<file path="config.mk">
export PLATFORM = sky130hd
export DESIGN_NAME = priority_scheduler_tick_delay
export DESIGN_NICKNAME = d
export VERILOG_FILES = /design/src/rtl/ptd_pkg.sv /design/src/rtl/ptd_timeout_ram.sv /design/src/rtl/ptd_prio_enc.sv /design/src/rtl/ptd_out_reg.sv /design/src/rtl/priority_scheduler_tick_delay.sv
export VERILOG_INCLUDE_DIRS = /design/src /design/src/rtl
export SDC_FILE = /design/constraint.sdc
export NUM_CORES = 2
export LEC_CHECK = 0
export BUFFER_PORTS_ARGS = -buffer_cell sky130_fd_sc_hd__clkbuf_2
export CAP_MARGIN = 30
export CORE_MARGIN = 1
export CORE_UTILIZATION = 50
export DETAILED_ROUTE_END_ITERATION = 12
export GPL_TIMING_DRIVEN = 0
export HOLD_SLACK_MARGIN = 0.02
export PLACE_DENSITY = 0.68
export SLEW_MARGIN = 15
export SYNTH_ARGS = -nofsm -noshare
export SYNTH_HDL_FRONTEND = slang
export SYNTH_HIERARCHICAL = 1
export SYNTH_SLANG_ARGS = --single-unit
</file>
<file path="constraint.sdc">
create_clock -name clk_i -period 4.2 [get_ports clk_i]
set_input_delay 0.84 -clock clk_i [delete_from_list [all_inputs] [get_ports clk_i]]
set_output_delay 0.84 -clock clk_i [all_outputs]
set_load 0.01 [all_outputs]
</file>
<file path="src/rtl/assert_macros.svh">
// Assertion macros for the RTL files; the scheduler top level includes them.
`ifndef ASSERT_MACROS_SVH
`define ASSERT_MACROS_SVH

`ifndef ASSERT_OFF

// Property checked on every rising clock edge outside reset.
`define PTD_ASSERT(lbl, prop, msg) \
  lbl: assert property (@(posedge clk_i) disable iff (!rst_ni) (prop)) else $error(msg);

// Condition that must never be true outside reset.
`define PTD_NEVER(lbl, cond, msg) \
  lbl: assert property (@(posedge clk_i) disable iff (!rst_ni) !(cond)) else $error(msg);

`else

`define PTD_ASSERT(lbl, prop, msg)
`define PTD_NEVER(lbl, cond, msg)

`endif

`endif

</file>
<file path="src/rtl/ptd_pkg.sv">
package ptd_pkg;

  // Default configuration.
  localparam int NumPrioritiesDef = 32;
  localparam int TimeoutWidthDef  = 32;

  // Fixed field widths of the words.
  localparam int PrioW   = 6;
  localparam int TicksW  = 32;

  typedef enum logic [1:0] {
    OP_START = 2'd0,
    OP_DELAY = 2'd1,
    OP_TICK  = 2'd2,
    OP_SCHED = 2'd3
  } op_e;

  typedef enum logic [1:0] {
    ST_OK         = 2'd0,
    ST_BAD_PRIO   = 2'd1,
    ST_IDLE_DELAY = 2'd2,
    ST_ZERO_DELAY = 2'd3
  } status_e;

  typedef enum logic [1:0] {
    S_IDLE,
    S_TICK,
    S_DONE
  } state_e;

  typedef struct packed {
    logic [1:0]        opcode;
    logic [PrioW-1:0]  priority_req;
    logic [TicksW-1:0] delay_ticks;
  } in_word_t;

  typedef struct packed {
    logic [PrioW-1:0] next_priority;
    logic             switch_request;
    logic [1:0]       status;
  } out_word_t;

endpackage

</file>
<file path="src/rtl/ptd_timeout_ram.sv">
module ptd_timeout_ram #(
  parameter int Depth = 32,
  parameter int Width = 32,
  parameter int AddrW = 5
) (
  input  logic             clk_i,
  input  logic             wr_en_i,
  input  logic [AddrW-1:0] wr_addr_i,
  input  logic [Width-1:0] wr_data_i,
  input  logic             rd_en_i,
  input  logic [AddrW-1:0] rd_addr_i,
  output logic [Width-1:0] rd_data_o
);

  logic [Width-1:0] mem [Depth];
  logic [Width-1:0] rd_data_q;

  // Single write port, single registered read port.
  always_ff @(posedge clk_i) begin
    if (wr_en_i) begin
      mem[wr_addr_i] <= wr_data_i;
    end
    if (rd_en_i) begin
      rd_data_q <= mem[rd_addr_i];
    end
  end

  assign rd_data_o = rd_data_q;

endmodule

</file>
<file path="src/rtl/ptd_prio_enc.sv">
module ptd_prio_enc #(
  parameter int NumPriorities = 32
) (
  input  logic [NumPriorities-1:0]  ready_i,
  output logic [ptd_pkg::PrioW-1:0] prio_o
);
  import ptd_pkg::*;

  // Highest set bit wins; bit i stands for priority i+1, none set gives idle.
  always_comb begin
    prio_o = '0;
    for (int i = 0; i < NumPriorities; i++) begin
      if (ready_i[i]) begin
        prio_o = PrioW'(i + 1);
      end
    end
  end

endmodule

</file>
<file path="src/rtl/ptd_out_reg.sv">
module ptd_out_reg (
  input  logic               clk_i,
  input  logic               rst_ni,
  input  logic               load_i,
  input  ptd_pkg::out_word_t word_i,
  output logic               free_o,
  output logic               out_valid_o,
  input  logic               out_ready_i,
  output ptd_pkg::out_word_t out_word_o
);
  import ptd_pkg::*;

  logic      valid_q, valid_d;
  out_word_t word_q;

  // The slot takes a new word when empty or when its word leaves this cycle.
  assign free_o = !valid_q || out_ready_i;

  always_comb begin
    valid_d = valid_q;
    if (out_ready_i) begin
      valid_d = 1'b0;
    end
    if (load_i && free_o) begin
      valid_d = 1'b1;
    end
  end

  always_ff @(posedge clk_i or negedge rst_ni) begin
    if (!rst_ni) begin
      valid_q <= 1'b0;
    end else begin
      valid_q <= valid_d;
    end
  end

  always_ff @(posedge clk_i) begin
    if (load_i && free_o) begin
      word_q <= word_i;
    end
  end

  assign out_valid_o = valid_q;
  assign out_word_o  = word_q;

endmodule

</file>
<file path="src/rtl/priority_scheduler_tick_delay.sv">
// Channel | Direction | Handshake              | Word
// input   | in        | in_valid_i, in_ready_o | in_word_i (opcode, priority_req, delay_ticks)
// output  | out       | out_valid_o, out_ready_i | out_word_o (next_priority, switch_request, status)
//
// Start, delay and schedule finish in the cycle they are accepted, and their word
// is then registered in the output register. A tick walks the timeout memory:
// its single read port reads one entry per cycle, then the result waits for the output register.
// Reset clears all masks and the current thread; the timeout memory is not cleared.
// A new word is taken only when the output register can accept the result.
`include "assert_macros.svh"

module priority_scheduler_tick_delay #(
  parameter int NumPriorities = ptd_pkg::NumPrioritiesDef,
  parameter int TimeoutWidth  = ptd_pkg::TimeoutWidthDef
) (
  input  logic               clk_i,
  input  logic               rst_ni,
  input  logic               in_valid_i,
  output logic               in_ready_o,
  input  ptd_pkg::in_word_t  in_word_i,
  output logic               out_valid_o,
  input  logic               out_ready_i,
  output ptd_pkg::out_word_t out_word_o
);
  import ptd_pkg::*;

  localparam int IdxW  = (NumPriorities > 1) ? $clog2(NumPriorities) : 1;
  localparam int SIdxW = $clog2(NumPriorities + 1);
  localparam logic [PrioW-1:0] MaxPrio = PrioW'(NumPriorities);
  localparam logic [IdxW-1:0]  LastIdx = IdxW'(NumPriorities - 1);

  state_e state_q, state_d;
  logic [NumPriorities-1:0] ready_q, ready_d;
  logic [NumPriorities-1:0] delayed_q, delayed_d;
  logic [NumPriorities:0]   started_q, started_d;
  logic [PrioW-1:0]         current_q, current_d;
  logic                     cur_valid_q, cur_valid_d;
  logic [IdxW-1:0]          wb_idx_q, wb_idx_d;

  logic                    accept, out_free, load_out, do_sched, sw;
  op_e                     op;
  status_e                 status;
  logic [PrioW-1:0]        hr, prio_m1, cur_m1;
  logic [TimeoutWidth-1:0] ticks, rd_data, tick_dec;
  logic                    wr_en, rd_en;
  logic [IdxW-1:0]         wr_addr, rd_addr;
  logic [TimeoutWidth-1:0] wr_data;
  out_word_t               res_word;

  assign op       = op_e'(in_word_i.opcode);
  assign accept   = in_valid_i && in_ready_o;
  assign ticks    = in_word_i.delay_ticks[TimeoutWidth-1:0];
  assign prio_m1  = in_word_i.priority_req - PrioW'(1);
  assign cur_m1   = current_q - PrioW'(1);
  assign tick_dec = rd_data - TimeoutWidth'(1);

  assign in_ready_o = (state_q == S_IDLE) && out_free;

  ptd_timeout_ram #(
    .Depth (NumPriorities),
    .Width (TimeoutWidth),
    .AddrW (IdxW)
  ) u_ram (
    .clk_i     (clk_i),
    .wr_en_i   (wr_en),
    .wr_addr_i (wr_addr),
    .wr_data_i (wr_data),
    .rd_en_i   (rd_en),
    .rd_addr_i (rd_addr),
    .rd_data_o (rd_data)
  );

  ptd_prio_enc #(
    .NumPriorities (NumPriorities)
  ) u_enc (
    .ready_i (ready_d),
    .prio_o  (hr)
  );

  ptd_out_reg u_out (
    .clk_i       (clk_i),
    .rst_ni      (rst_ni),
    .load_i      (load_out),
    .word_i      (res_word),
    .free_o      (out_free),
    .out_valid_o (out_valid_o),
    .out_ready_i (out_ready_i),
    .out_word_o  (out_word_o)
  );

  // Next state.
  always_comb begin
    state_d = state_q;
    unique case (state_q)
      S_IDLE: begin
        if (accept && op == OP_TICK) begin
          state_d = S_TICK;
        end
      end
      S_TICK: begin
        if (wb_idx_q == LastIdx) begin
          state_d = S_DONE;
        end
      end
      S_DONE: begin
        if (out_free) begin
          state_d = S_IDLE;
        end
      end
      default: state_d = S_IDLE;
    endcase
  end

  // Mask updates, memory accesses and status.
  always_comb begin
    ready_d   = ready_q;
    delayed_d = delayed_q;
    started_d = started_q;
    wb_idx_d  = wb_idx_q;
    status    = ST_OK;
    do_sched  = 1'b0;
    load_out  = 1'b0;
    wr_en     = 1'b0;
    wr_addr   = wb_idx_q;
    wr_data   = tick_dec;
    rd_en     = 1'b0;
    rd_addr   = '0;
    unique case (state_q)
      S_IDLE: begin
        if (accept) begin
          unique case (op)
            OP_START: begin
              load_out = 1'b1;
              if (in_word_i.priority_req > MaxPrio ||
                  started_q[in_word_i.priority_req[SIdxW-1:0]]) begin
                status = ST_BAD_PRIO;
              end else begin
                started_d[in_word_i.priority_req[SIdxW-1:0]] = 1'b1;
                if (in_word_i.priority_req != '0) begin
                  ready_d[prio_m1[IdxW-1:0]] = 1'b1;
                end
              end
            end
            OP_DELAY: begin
              load_out = 1'b1;
              if (!cur_valid_q || current_q == '0) begin
                status = ST_IDLE_DELAY;
              end else if (ticks == '0) begin
                status = ST_ZERO_DELAY;
              end else begin
                wr_en   = 1'b1;
                wr_addr = cur_m1[IdxW-1:0];
                wr_data = ticks;
                ready_d[cur_m1[IdxW-1:0]]   = 1'b0;
                delayed_d[cur_m1[IdxW-1:0]] = 1'b1;
                do_sched = 1'b1;
              end
            end
            OP_TICK: begin
              // Prime the walk with the first entry.
              rd_en    = 1'b1;
              rd_addr  = '0;
              wb_idx_d = '0;
            end
            OP_SCHED: begin
              load_out = 1'b1;
              do_sched = 1'b1;
            end
            default: load_out = 1'b1;
          endcase
        end
      end
      S_TICK: begin
        // Write back the entry read last cycle if its thread is delayed, and fetch the next one if any.
        if (delayed_q[wb_idx_q]) begin
          wr_en = 1'b1;
          if (tick_dec == '0) begin
            ready_d[wb_idx_q]   = 1'b1;
            delayed_d[wb_idx_q] = 1'b0;
          end
        end
        if (wb_idx_q != LastIdx) begin
          rd_en    = 1'b1;
          rd_addr  = wb_idx_q + IdxW'(1);
          wb_idx_d = wb_idx_q + IdxW'(1);
        end
      end
      S_DONE: begin
        load_out = 1'b1;
      end
      default: ;
    endcase
  end

  // Scheduling decision and result word.
  always_comb begin
    current_d   = current_q;
    cur_valid_d = cur_valid_q;
    sw          = 1'b0;
    if (do_sched && (!cur_valid_q || hr != current_q)) begin
      sw          = 1'b1;
      current_d   = hr;
      cur_valid_d = 1'b1;
    end
    res_word.next_priority  = hr;
    res_word.switch_request = sw;
    res_word.status         = status;
  end

  always_ff @(posedge clk_i or negedge rst_ni) begin
    if (!rst_ni) begin
      state_q     <= S_IDLE;
      ready_q     <= '0;
      delayed_q   <= '0;
      started_q   <= '0;
      current_q   <= '0;
      cur_valid_q <= 1'b0;
      wb_idx_q    <= '0;
    end else begin
      state_q     <= state_d;
      ready_q     <= ready_d;
      delayed_q   <= delayed_d;
      started_q   <= started_d;
      current_q   <= current_d;
      cur_valid_q <= cur_valid_d;
      wb_idx_q    <= wb_idx_d;
    end
  end

  // A thread is never both ready and delayed.
  `PTD_NEVER(a_masks_disjoint, (ready_q & delayed_q) != '0, "ready and delayed overlap")
  // An accepted tick starts the memory walk.
  `PTD_ASSERT(a_tick_walk, accept && op == OP_TICK |=> state_q == S_TICK, "tick walk missing")
  // The walk only writes back entries of delayed threads.
  `PTD_ASSERT(a_tick_wr, wr_en && state_q == S_TICK |-> delayed_q[wb_idx_q], "stray timeout write")
  // The current thread stays within the configured range.
  `PTD_ASSERT(a_cur_range, current_q <= MaxPrio, "current priority out of range")

endmodule
</file>
== After elaboration in Yosys (flattened, before gate mapping) ==
Memories as Yosys holds them, arrays and structs flattened. A register that Yosys moved wholly into a read port is not among the register bits.
Index checks and enable logic that the tools add are counted.

* Equal/unequal tests: 19
* Bitwise operators: 9
* Add/sub/neg operators: 4
* Muxes and demuxes: 105
* Reduce and logical (&&, ||, !) cells: 29
* $lt $le $gt $ge: 9

{| class="wikitable"
|+ Operators by type and width
! cell !! number
|-
| $mux 32 || 18
|-
| $pmux 32 s2 || 3
|-
| $mux 5 || 26
|-
| $or 32x32->32 || 3
|-
| $and 32x32->32 || 2
|-
| $logic_not 32->1 || 2
|-
| $not 32->32 || 2
|-
| $or 33x33->33 || 1
|-
| $mux 4 || 8
|-
| $sub 32x1->32 const B || 1
|-
| $mux 1 || 25
|-
| $lt 5x6->1 const B || 3
|-
| $ne 2x2->1 const B || 8
|-
| $demux 1 s5 || 3
|-
| $ge 5x1->1 const B || 3
|-
| $mux 2 || 7
|-
| $mux 3 || 4
|-
| $pmux 5 s2 || 1
|-
| $sub 5x1->5 const B || 2
|-
| $logic_and 1x1->1 || 9
|-
| $pmux 1 s2 || 4
|-
| $reduce_and 4->1 || 2
|-
| $lt 6x7->1 const B || 1
|-
| $reduce_and 7->1 || 1
|-
| other kinds (25) || 36
|}

* Bits in writable memories: 1024
* Memories kept: 1
* Word-level logic and storage cells: 187
* Flip-flop bits (word level): 121
* Input port bits: 44
* Output and inout bits: 11

{| class="wikitable"
|+ Memory list
! name !! words !! width !! read ports !! clocked after memory_dff !! wr ports !! RTL line !! RTL
|-
| u_ram.mem || 32 || 32 || 1 || 1 || 1 || ptd_timeout_ram.sv:15 || <nowiki>logic [Width-1:0] mem [Depth];</nowiki>
|}

== Longest topological paths before layout ==
* Word-level depth: 48
* Mapped depth: 20
* Mapped depth without buffers: 17

== Modules after synthesis ==
Netlist, hierarchy kept.

{| class="wikitable"
|+ Modules (own cells, without submodules)
! module !! area an instance (um^2) !! sequential area each (um^2) !! instances !! cells an instance
|-
| ptd_timeout_ram || 40812.9 || 31710.4 || 1 || 2260
|-
| priority_scheduler_tick_delay || 7616.1 || 2777.7 || 1 || 885
|-
| ptd_prio_enc || 334.1 || 0.0 || 1 || 61
|-
| ptd_out_reg || 324.1 || 295.3 || 1 || 13
|}

== Worst setup path after synthesis ==
No wires, ideal clock.

* Kind: input to register
* Start point: input port out_ready_i
* End point: memory u_ram.mem[28][0] (enable)
* Library setup time: 0.421 ns
* Path slack: -0.783 ns
* Arrival: 4.562 ns
* Stages on the path: 13
* Buffers on the path: 5
* Data required time: 3.779 ns
* Cells stage by stage: nand2b_4 -> nand4bb_1 -> nor2_1 -> and2_1 -> clkbuf_1 -> and2_1 -> clkbuf_1 -> clkbuf_1 -> clkbuf_1 -> o21ai_0 -> or3b_2 -> clkbuf_1 -> nor2_1

* Elaborated cells on any way between the ends: 9
* Classes of those cells: 6 x mux; 3 x reduce/logical

{| class="wikitable"
|+ RTL lines
! item !! RTL line !! RTL
|-
| from (decl) || priority_scheduler_tick_delay.sv:22 || <nowiki>input logic out_ready_i,</nowiki>
|-
| $logic_or 1x1->1 || ptd_out_reg.sv:17 || <nowiki>assign free_o = !valid_q || out_ready_i;</nowiki>
|-
| $logic_and 1x1->1 || priority_scheduler_tick_delay.sv:57 || <nowiki>assign in_ready_o = (state_q == S_IDLE) && out_free;</nowiki>
|-
| $logic_and 1x1->1 || priority_scheduler_tick_delay.sv:51 || <nowiki>assign accept = in_valid_i && in_ready_o;</nowiki>
|-
| $mux 5 || priority_scheduler_tick_delay.sv:130 || <nowiki>if (accept) begin</nowiki>
|-
| $mux 5 || priority_scheduler_tick_delay.sv:128 || <nowiki>unique case (state_q)</nowiki>
|-
| named net wr_addr[0] || priority_scheduler_tick_delay.sv:46 || <nowiki>logic [IdxW-1:0] wr_addr, rd_addr;</nowiki>
|-
| to (decl) || ptd_timeout_ram.sv:15 ||
|}

The timed path passes the listed nets, and every way through them passes these cells.

== Final worst setup path ==
* Start point: register u_ram.rd_data_q[6] (netlist: u_ram/rd_data_o[6]) (read register of u_ram.mem)
* End point: register u_out.word_q, in the netlist u_out/out_word_o[2], data pin

* Elaborated cells on any way between the ends: 41
* Classes of those cells: 1 x add/sub; 1 x eq/ne; 36 x mux; 3 x reduce/logical

{| class="wikitable"
|+ RTL lines
! item !! RTL line !! RTL
|-
| from (decl) || ptd_timeout_ram.sv:16 || <nowiki>logic [Width-1:0] rd_data_q;</nowiki>
|-
| $sub 32x1->32 || priority_scheduler_tick_delay.sv:55 || <nowiki>assign tick_dec = rd_data - TimeoutWidth'(1);</nowiki>
|-
| $logic_not 32->1 || priority_scheduler_tick_delay.sv:177 || <nowiki>if (tick_dec == '0) begin</nowiki>
|-
| $mux 32 || priority_scheduler_tick_delay.sv:177 ||
|-
| $mux 32 || priority_scheduler_tick_delay.sv:175 || <nowiki>if (delayed_q[wb_idx_q]) begin</nowiki>
|-
| $pmux 32 s2 || priority_scheduler_tick_delay.sv:128 ||
|-
| named net ready_d[2] || priority_scheduler_tick_delay.sv:33 || <nowiki>logic [NumPriorities-1:0] ready_q, ready_d;</nowiki>
|-
| $mux 2 || ptd_prio_enc.sv:13 || <nowiki>if (ready_i[i]) begin</nowiki>
|-
| $mux 3 (4 in a row) || ptd_prio_enc.sv:13 ||
|-
| $mux 4 (8 in a row) || ptd_prio_enc.sv:13 ||
|-
| $mux 5 (16 in a row) || ptd_prio_enc.sv:13 ||
|-
| $mux 6 || ptd_prio_enc.sv:13 ||
|-
| named net hr[1] || priority_scheduler_tick_delay.sv:43 || <nowiki>logic [PrioW-1:0] hr, prio_m1, cur_m1;</nowiki>
|-
| $ne 6x6->1 || priority_scheduler_tick_delay.sv:200 || <nowiki>if (do_sched && (!cur_valid_q || hr != current_q)) begin</nowiki>
|-
| $logic_or 1x1->1 || priority_scheduler_tick_delay.sv:200 ||
|-
| $logic_and 1x1->1 || priority_scheduler_tick_delay.sv:200 ||
|-
| $mux 1 || priority_scheduler_tick_delay.sv:200 ||
|-
| named net sw || priority_scheduler_tick_delay.sv:40 || <nowiki>logic accept, out_free, load_out, do_sched, sw;</nowiki>
|-
| to (signal assigned) || ptd_out_reg.sv:39 || <nowiki>word_q <= word_i;</nowiki>
|-
| to (decl) || ptd_out_reg.sv:14 || <nowiki>out_word_t word_q;</nowiki>
|}

The timed path passes the listed nets, and every way through them passes these cells.
A chain may end at the register's enable or synchronous reset.

==> metrics.md <==
| Metric | Value |
|---|---|
| Outcome | finished with violations |
| Violations in the final reports | design-rule violations, negative setup slack |
| Met2 Use GR | between 40% and 50% |
| Antenna violations before repair | 1 |
| Period minus WS final | 5.02 ns |
| Average footprint of a synthesized cell | between 15 and 20 sq um |
| Max cap viols | 0 |
| Critical path peak fanout | 6 |
| Part of the total power dissipated in the clock network | 22.6% |
| Final standard cell count with taps included and fillers excluded | approximately 4900 |
| Portion of total power attributed to combinational logic | roughly 43% |
| Antenna diodes | 0 |
| Met1 GRT Util | 38.8% |
| Die extent in x | around 320 um |
| Sw frac | approximately 40% |
| GRT Resource Usage Total | 27.8% |
| WP data arrival | 5.46 ns |
| GR peak layer | met2 |
| Inserted Clock Buffers | between 100 and 150 |
| Worst min-delay path category | flip-flop to flip-flop |
| #FFs+latches synth | 1177 |
| Half-perimeter wire length after placement | a little over 90000 um |
| Setup slack after placement | -1.46 ns |
| Static leakage power | ~0.021 uW |
| Cell-internal power | roughly 28000 uW |
| GR Util met3 | under 10% |
| Unrepaired setup endpoints after global routing | yes |
| Final net count | approximately 3600 |
| Critical Path Start Type | flip-flop |
| Final global-route overflow total | 0 |
| Sequential share of the synthesized area | 70.9% |
| DRT iter0 DRCs | 4337 |
| Setup TNS Final | -12.73 ns |
| Cells taking the most area after synthesis | sky130_fd_sc_hd__edfxtp_1 (65%), sky130_fd_sc_hd__mux2i_1 (11%), sky130_fd_sc_hd__dfrtp_1 (5.7%), sky130_fd_sc_hd__a22oi_1 (1.7%), sky130_fd_sc_hd__nand2_1 (1.5%) |
| Number of DRC violations after detailed routing | 9 |
| Worst setup slack after layout | -0.818 ns |
| H-tree levels | 3 |
| Synthesis Warnings | 6 |
| Number of vias per cell | approximately 6.3 |
| Total wire length | 140000 um |
| Worst Path Required | about 4.7 ns |
| Routability cong. | 0.949 |
| Summed instance area of the synthesized netlist | ~50000 sq um |
| Most common cell after layout, fill and taps aside | sky130_fd_sc_hd__edfxtp_1 |
| Worst Tran Pin Value | approximately 0.99 ns |
| Number of fill cells | roughly 7000 |
| Overall Power | roughly 47000 uW |
| Post-place instance area | 53100 sq um |
| Number of routed nets with antenna violations | 0 |
| Most frequent cells in the layout | sky130_fd_sc_hd__edfxtp_1 (1065), sky130_fd_sc_hd__mux2i_1 (524), sky130_fd_sc_hd__nand2_1 (200), sky130_fd_sc_hd__buf_4 (135), sky130_fd_sc_hd__nand3_1 (123) |
| Via count | ~31000 |
| Setup-violating endpoint count in the final report | 263 |
| Clock-pin slew on the worst setup and hold paths | approximately 0.060 ns |
| Total placed cells including tap cells | around 4600 |
| Worst setup path class | flip-flop to flip-flop |
| Core Rows | approximately 110 |
| Maximum number of buffers from clock root to sink | 3 |
| Die H | between 300 and 400 um |
| Via count of the first global-routing pass | roughly 30000 |
| Top-Level Pins | 55 |
| CTS tree | done |
| Number of sinks on the clock net | between 1000 and 1500 |
| Wire length of the first global-routing pass | 201000 um |
| Fraction of registers with async set/reset | a little under a tenth |
| Effective utilization at floorplan | between 50% and 60% |
| Root Buffer | sky130_fd_sc_hd__clkbuf_16 |
| Highest clock frequency the design can meet | 0.199 GHz |
| Core Footprint | approximately 97000 sq um |
| Synthesized instance count | ~3200 |
| Worst slew slack as a fraction of its limit | between 30% and 40% |
| Reg area | ~35000 sq um |
| Area delta synth->final | 19.5% |
| Switching component of the power | approximately 18000 uW |
| Most frequently used flop master after synthesis | sky130_fd_sc_hd__edfxtp_1 |
| Worst setup EP type | flip-flop |
| Later-pin clock latency in the skew report | around 0.71 ns |
| Largest net degree at the start of global routing | 84 |
| Number of hold-slack violations in the final timing report | 0 |
| Fin Clk Skew | 0.0318 ns |
| TritonRoute pass-1 iters | 12 |
| Sequential group share of total power | a little over a third |
| Max rail drop VDD | between 0.0005 and 0.0006 V |
| Area enclosed by the die boundary | 99400 sq um |
| Ratio of final minimum period to clock period | 119% |
| Combined area of the multi-input logic cells | between 10000 and 15000 sq um |
| Fraction of final layout cells sized beyond drive strength 1 | roughly a fifth |
| Number of synthesized flops with an enable pin | approximately 1100 |
| Post-synth cell types | 81 |
| Final cell area excluding filler cells | 58700 sq um |
| Quantity of I/O buffers inserted on ports | around 50 |
| Number of max-slew violations in the final report | 0 |
| Share of Yosys cell area claimed by the top area cell type | about 65% |
| Cell type contributing the most total cell area after synthesis | sky130_fd_sc_hd__edfxtp_1 |
| Nets in the synthesized netlist | 3275 |
| P per Cell Area | 793 nW/um^2 |
| Wirelength per Cell | about 28 um |
per-stage QoR:
stage	hold WS (ns)	utilization, %
after global placement	0.433	52.7
after floorplan	0.422	-
final	0.453	60.5
after CTS	0.427	60.1
after detailed placement	0.443	54.8
after global routing	0.456	60.5
layout make-up:
class	instances	area share [%]
multi-input combinational	1817	24.5
tap	1276	2.72
buffer	193	1.94
clock buffer	134	5.15
timing repair buffer	236	4.87
sequential	1177	59.3
inverter	26	0.166
clock inverter	82	1.41
repair_timing:
action | 4_1_cts | 5_1_grt
pin swaps | 52 | 26
hold endpoints to repair | 29 | 0
buffers inserted | 98 | 17
cloned | 1 | 1
gates resized for setup | 85 | 68
hold buffers | 1 | 0
endpoints found under the setup margin | 1067 | 886
critical path: stages, from the launching register on:
cell and delay (ns):
sky130_fd_sc_hd__edfxtp_1 0.51, sky130_fd_sc_hd__nor3_1 0.64, sky130_fd_sc_hd__nand4_1 0.20, sky130_fd_sc_hd__buf_4 0.21, sky130_fd_sc_hd__xor2_1 0.36, sky130_fd_sc_hd__and3_4 0.28, sky130_fd_sc_hd__o2111ai_4 0.17, sky130_fd_sc_hd__or2_1 0.28
sky130_fd_sc_hd__buf_6 0.16, sky130_fd_sc_hd__buf_12 0.15, sky130_fd_sc_hd__o31ai_4 0.26, sky130_fd_sc_hd__buf_6 0.15, sky130_fd_sc_hd__nor2_2 0.03, sky130_fd_sc_hd__o311ai_2 0.29, sky130_fd_sc_hd__a311oi_2 0.16, sky130_fd_sc_hd__nor4_1 0.31
sky130_fd_sc_hd__o21ba_2 0.24, sky130_fd_sc_hd__xor2_2 0.09, sky130_fd_sc_hd__nor4_2 0.15, sky130_fd_sc_hd__a21boi_1 0.10
flip-flops by register name (all words and copies together) (netlist names), 5 cells and up:
signal,cells
u_ram/mem,1024
started_q,33
delayed_q,32
ready_q,32
u_ram/rd_data_o,32
u_out/out_word_o,9
current_q,6
wb_idx_q,5
per-layer routing:
layer  up-vias  wire, um
met1     15684     55400
met2      1802     63700
met3       342     14700
met4         2      5910
li1      13326         -
met5         -         9
synthesized netlist by cell type, types with 44 or more instances:
library cell and n:
sky130_fd_sc_hd__a22oi_1 113, sky130_fd_sc_hd__nor2_1 112, sky130_fd_sc_hd__a31oi_1 93, sky130_fd_sc_hd__clkbuf_1 94
sky130_fd_sc_hd__a22o_1 66, sky130_fd_sc_hd__o21ai_0 44, sky130_fd_sc_hd__a21oi_1 124, sky130_fd_sc_hd__nand2_1 201
sky130_fd_sc_hd__mux2i_1 524, sky130_fd_sc_hd__nor3_1 73, sky130_fd_sc_hd__dfrtp_1 112, sky130_fd_sc_hd__edfxtp_1 1065
sky130_fd_sc_hd__nand3_1 125
logic make-up (layout without fill, tap and decap cells):
kind of cell | after synthesis | count (layout) | synth area share (%)
adders and majority gates | 12 | 12 | 0.306
and+or+nand+nor | 658 | 659 | 6.55
DFF | 1177 | 1177 | 70.9
buffers and inverters | 226 | 671 | 2.37
AOI/OAI and AO/OA | 564 | 564 | 7.91
muxes | 540 | 540 | 11.3
xor gates and xnor gates | 42 | 42 | 0.749
power groups by stage:
| stage | Combinational (uW) | Sequential (uW) | Clock (uW) |
|---|---|---|---|
| 2_1_floorplan | 10800 | 16400 | 0 |
| 3_3_place_gp | 17300 | 16700 | 0 |
| 3_5_place_dp | 18800 | 16400 | 0 |
| 4_1_cts | 19300 | 16100 | 10600 |
| 5_1_grt | 20700 | 16200 | 11100 |
| 6_report | 19900 | 16200 | 10500 |
worst paths after layout:
| check | from | end | depth (start not counted) | slack (ns) |
|---|---|---|---|---|
| worst max-delay path | u_ram/rd_data_o[6] | u_out/out_word_o[2] | 19 | -0.82 |
| worst min-delay path | started_q[27] | started_q[27] | 1 | 0.45 |
| worst max register to register | u_ram/rd_data_o[6] | u_out/out_word_o[2] | 19 | -0.82 |
| worst min register to register | started_q[27] | started_q[27] | 1 | 0.45 |
| max in group asynchronous | rst_ni | delayed_q[21] | 3 | 2.78 |
| min in group asynchronous | rst_ni | current_q[4] | 2 | 0.72 |
No activity file was read; power rests on OpenSTA's default activity.
